File: config.mk
export PLATFORM = sky130hd
export DESIGN_NAME = mpvl_ctrl
export DESIGN_NICKNAME = d
export VERILOG_FILES = /design/src/hdl/mpvl_pkg.sv /design/src/hdl/mpvl_ctrl.sv
export SDC_FILE = /design/constraint.sdc
export NUM_CORES = 1
export LEC_CHECK = 0
export BUFFER_PORTS_ARGS = -buffer_cell sky130_fd_sc_hd__buf_4
export CORE_AREA = 2 2 39 41
export CTS_BUF_LIST = sky130_fd_sc_hd__clkbuf_4
export CTS_CLUSTER_SIZE = 25
export DETAILED_ROUTE_END_ITERATION = 8
export DIE_AREA = 0 0 41 43
export GPL_TIMING_DRIVEN = 1
export HOLD_SLACK_MARGIN = 0.02
export PLACE_DENSITY_LB_ADDON = 0.05
export REMOVE_ABC_BUFFERS = 1
export SLEW_MARGIN = 20
export SYNTH_ARGS = -nofsm -noshare
export SYNTH_HDL_FRONTEND = slang
export SYNTH_SLANG_ARGS = --single-unit
export TNS_END_PERCENT = 100
File: constraint.sdc
create_clock -name clk -period 1.21 [get_ports clk]
set_clock_uncertainty 0.15 [all_clocks]
set_input_delay 0.242 -clock clk [delete_from_list [all_inputs] [get_ports clk]]
set_output_delay 0.242 -clock clk [all_outputs]
set_load 0.05 [all_outputs]
File: src/hdl/mpvl_pkg.sv
// Shared types, constants and vendor ROM for the MAC prefix vendor lookup.
package mpvl_pkg;

	localparam int TableDepthDefault    = 4096;
	localparam int BuiltinEntriesDefault = 15;
	localparam int RomSize              = 15;
	localparam int PrefixW              = 24;
	localparam int CountW               = 13;
	localparam int SlotW                = 12;
	localparam int LocalAdminBit        = 17;

	// Request codes
	localparam logic REQ_LOAD   = 1'b0;
	localparam logic REQ_LOOKUP = 1'b1;

	// Result kinds
	localparam logic [1:0] KIND_NOT_FOUND = 2'd0;
	localparam logic [1:0] KIND_RANDOM    = 2'd1;
	localparam logic [1:0] KIND_BUILTIN   = 2'd2;
	localparam logic [1:0] KIND_TABLE     = 2'd3;

	// Built-in vendor prefixes, first byte most significant
	localparam logic [PrefixW-1:0] VENDOR_ROM [RomSize] = '{
		24'h005056, 24'h000C29, 24'h000569, 24'h001C14, 24'h00155D,
		24'h080027, 24'h0A0027, 24'h525400, 24'h00163E, 24'hB827EB,
		24'hDCA632, 24'hE45F01, 24'h28CDC1, 24'h2CCF67, 24'hD83ADD
	};

	typedef struct packed {
		logic               req_type;
		logic [SlotW-1:0]   entry_index;
		logic [PrefixW-1:0] entry_prefix;
		logic [PrefixW-1:0] query_prefix;
	} req_t;

	typedef struct packed {
		logic [1:0]       match_kind;
		logic [3:0]       builtin_index;
		logic [SlotW-1:0] record_index;
	} res_t;

	typedef enum logic [1:0] {
		ST_IDLE,
		ST_CHECK,
		ST_SEARCH
	} state_t;

	// Controller to datapath commands
	typedef struct packed {
		logic load_we;
		logic capture;
		logic init;
		logic probe;
	} ctrl_cmd_t;

	// Datapath to controller status
	typedef struct packed {
		logic check_done;
		logic search_done;
	} dp_status_t;

endpackage

File: src/hdl/mpvl_ctrl.sv
// Controller state machine for the MAC prefix vendor lookup.
module mpvl_ctrl (
	input  logic                   clk,
	input  logic                   arst_n,
	input  logic                   start,
	input  logic                   req_type,
	input  mpvl_pkg::dp_status_t   status,
	output mpvl_pkg::ctrl_cmd_t    cmd,
	output logic                   busy
);
	import mpvl_pkg::*;

	state_t state_q;
	state_t state_n;

	// Hold the state register
	always_ff @(posedge clk or negedge arst_n) begin
		if (!arst_n) begin
			state_q <= ST_IDLE;
		end else begin
			state_q <= state_n;
		end
	end

	// Decode next state and commands
	always_comb begin
		state_n = state_q;
		cmd     = '0;
		busy    = 1'b1;
		unique case (state_q)
			ST_IDLE: begin
				busy = 1'b0;
				if (start) begin
					if (req_type == REQ_LOOKUP) begin
						cmd.capture = 1'b1;
						state_n     = ST_CHECK;
					end else begin
						cmd.load_we = 1'b1;
					end
				end
			end
			ST_CHECK: begin
				cmd.init = 1'b1;
				if (status.check_done) begin
					state_n = ST_IDLE;
				end else begin
					state_n = ST_SEARCH;
				end
			end
			ST_SEARCH: begin
				cmd.probe = 1'b1;
				if (status.search_done) begin
					state_n = ST_IDLE;
				end
			end
			default: begin
				state_n = ST_IDLE;
			end
		endcase
	end

endmodule

Word-level counts from Yosys, hierarchy flattened --
Index checks and enable logic that the tools add are counted.
Word-level totals: word-level logic and storage cells 20, flip-flop bits (word level) 2, input port bits 6
Operators by class: equality and inequality tests 5, muxes and demuxes 12, reductions and logical operators 2
Operators with widths (count):
- 2-bit 2-to-1 mux | 6
- 2-bit != test, second input constant | 3
- 2-bit case mux with 3 select lines | 1
- 1-bit 2-to-1 mux | 5
- 3-bit AND reduction | 1
- 2-bit by 1-bit equality test with 1-bit output, second input constant | 1
- 2-bit equality test, second input constant | 1
- 2-bit logical NOT | 1

Logic depth before layout (Yosys ltp) --
depth in word-level cells 3, gate-level depth with buffers 2, gate-level depth less buffers 2

Worst setup path after synthesis --
No wires, ideal clock.
kind flip-flop to output port, from register state_q[1], to output cmd[2] (netlist bit), arrival time 1.937 ns, stages on the path, launching flop included 2, buffers on the path 0, setup slack -1.119 ns, cells stage by stage dfrtp_1 > nor4bb_1
RTL lines:
- start, declared | line mpvl_ctrl.sv:13 | state_t state_q;
- start signal, assigned | line mpvl_ctrl.sv:21 | state_q <= state_n;
- end, declared | line mpvl_ctrl.sv:8 | output mpvl_pkg::ctrl_cmd_t cmd,

==> flow_metrics.py <==
metrics = {
    "run_status": {
        "status": "complete, but fails checks",
        "violations": "setup timing",
    },
    "route": {
        "dr.first_iter.drc_count": 2,
        "first_pass_iters": 4,
        "wl_per_cell_um": 8.93,
        "via_per_inst": 3.33,
        "vias": 150,
        "drc": 0,
        "wl_um": 402,
        "ant_nets": 0,
    },
    "global_routing": {
        "grt_use_met1_pct": 6.73,
        "grt-busiest-layer": "met2",
        "grt_usage_pct": 5.82,
        "met3_usage_pct": 3.14,
        "grt_start_max_net_pins": 6,
        "grt_pass1_vias": 158,
        "grt_pass1_wl_um": 627,
        "grt_antenna_before_repair": 0,
        "grt_overflow": 0,
        "grt_use_met2_pct": 6.88,
    },
    "critical_path": {
        "crit_fanout": 4,
        "cp.arrival_ns": 1.25,
        "cp.buffers_inverters": 1,
        "crit_type": "reg -> out",
        "critical_path_required_ns": 0.82,
        "cpLargestDelayFamily": "simple AND/OR/NAND/NOR gates",
        "cp_cell_sequence": "or2_4 -> nor3b_2 -> buf_6",
        "slowest_stage": "dfrtp_1",
        "end_kind": "output pin",
        "crit_path_start_kind": "flop",
        "critPathMaxStageDelay_ns": 0.40,
    },
    "timing": {
        "fin_setup_tns_ns": -1.59,
        "final_hold_viol_count": 0,
        "finalSetupViolCount": 5,
        "slew_violations": 0,
        "setup_ws_ns": -0.432,
        "tightest_slew_ns": 0.248,
        "fmax_ghz": 0.609,
        "period_share_pct": 136,
        "rsz0062_at_grt": "true",
        "layout_min_cycle_time_ns": 1.64,
        "maxSlewHeadroom_pct": 83.3,
        "holdWs_ns": 0.161,
    },
    "finish": {
        "regMostFlops": "state_q",
        "nets": 37,
        "area_delta_synth_final_pct": 174,
        "layout-drive-gt1-share_pct": 72.4,
        "top_regs": "state_q: 2 flops",
        "final_cell_mix": "buf_4, clkbuf_4, buf_8",
        "final_area_um2": 323,
        "layout_commonest_cell": "buf_4",
        "multi_input_area_um2": 77.6,
        "seqCellArea_um2": 50.0,
        "largest_register_ffs": 2,
        "insertedDiodeCount": 0,
        "fill_cells": 150,
    },
    "floorplanning": {
        "die_x_um": 41,
        "fp.dieH_um": 43,
        "placementRows": 14,
        "die_area_mm2": 0.00176,
        "num_io_pins": 11,
        "core_mm2": 0.00138,
        "start_util_pct": 8.50,
    },
    "placed_design": {
        "place_congestion": 0.610,
        "port_buffers": 10,
        "place_area_um2": 220,
    },
    "synth": {
        "syn_avg_cell_area_um2": 10.7,
        "synthCells": 11,
        "synth_seq_cells": 2,
        "netlist.area_leader.share_pct": 42.6,
        "synth.area.top_cells": "dfrtp_1, nor4bb_1, nor2b_1",
        "yosys_warnings": 0,
        "synth_area_um2": 118,
        "synthDistinctLibCells": 7,
        "yosysTopAreaCell": "dfrtp_1",
        "yosysSeqAreaShare_pct": 42.6,
    },
    "pwr": {
        "p_int_w": 0.000261,
        "p_per_area_mw_per_mm2": 1170,
        "comb_power_share_pct": 42.2,
        "switchingPower_w": 0.000118,
        "clkPwrFrac_pct": 37.2,
        "seqPwrFrac_pct": 20.6,
        "switching_share_pct": 31.1,
        "ir_drop_v": 0.000278,
        "p_leak_nw": 0.163,
    },
    "clock_tree": {
        "clock_latency_ns": 0.22,
        "cts_tree": "yes",
        "numCtsBuffers": 3,
        "clock-sinks": 2,
        "root_buffer": "clkbuf_4",
        "h-tree-depth": 1,
        "path_clk_slew_ns": 0.03,
        "clockBufferDepth": 2,
    },
    "flow_run": {
        "max_cap_viol_count": 0,
    },
    "hold_path": {
        "hold_path.class": "in -> reg",
    },
}
final cells by class:
class	instances	share of cell area (%)
tap	16	6.20
timing repair buffer	15	45.0
clock buffer	3	6.98
inverter	2	2.33
sequential	2	15.5
multi-input combinational	7	24.0
worst register-to-register path, stage by stage (launching register included):
cell	delay, ns
dfrtp_1	0.40
buf_4	0.16
nor2b_4	0.13
a22o_1	0.22
cells in the mapped netlist:
cell      number
nor4bb_1       2
or2_1          1
nor2b_1        2
a22o_1         1
nor3b_2        1
dfrtp_1        2
inv_1          2
layer usage:
metal	share of wire (%)	up-vias
li1	-	75
met4	0	0
met3	5.0	0
met2	50	6
met5	0	-
met1	45	69
kinds of logic after synthesis:
logic type	synth area share, %
AND/OR/NAND/NOR	43.6
flip-flops	42.6
buffers and inverters	6.39
AO/OA/AOI/OAI	7.45
repair_timing:
item,CTS,global route
pin swaps,2,0
hold buffers,1,0
setup buffers,1,2
gates resized for setup,4,9
setup endpoints to repair,5,5
endpoints found under the hold margin,2,0
power groups by stage:
| stage | clock [W] | sequential (W) | combinational (W) |
|---|---|---|---|
| floorplan | 0 | 0.0000772 | 0.0000702 |
| global placement | 0 | 0.0000788 | 0.000113 |
| detailed placement | 0 | 0.0000790 | 0.000111 |
| CTS | 0.000150 | 0.0000784 | 0.000130 |
| global route | 0.000157 | 0.0000786 | 0.000168 |
| finish | 0.000141 | 0.0000781 | 0.000160 |
path summary, 6_finish.rpt:
kind                       startpoint    endpoint  slack [ns]  cells past startpoint
setup / recovery           state_q[0]      cmd[3]       -0.43                      3
hold / removal               req_type  state_q[0]        0.16                      2
setup reg to reg           state_q[0]  state_q[1]        0.03                      3
hold reg to reg            state_q[0]  state_q[0]        0.36                      1
max in group asynchronous      arst_n  state_q[0]        0.62                      2
min in group asynchronous      arst_n  state_q[1]        0.20                      2
through the flow:
step	power, W	std cells	setup WS, ns	util (%)
2_1_floorplan	0.000147	11	-1.12	-
4_1_cts	0.000358	43	-0.455	19.9
3_3_place_gp	0.000192	38	-0.220	15.9
3_5_place_dp	0.000190	38	-0.226	15.9
5_1_grt	0.000403	45	-0.478	23.3
6_report	0.000379	45	-0.432	23.3
Power figures use the tool's default switching activity.
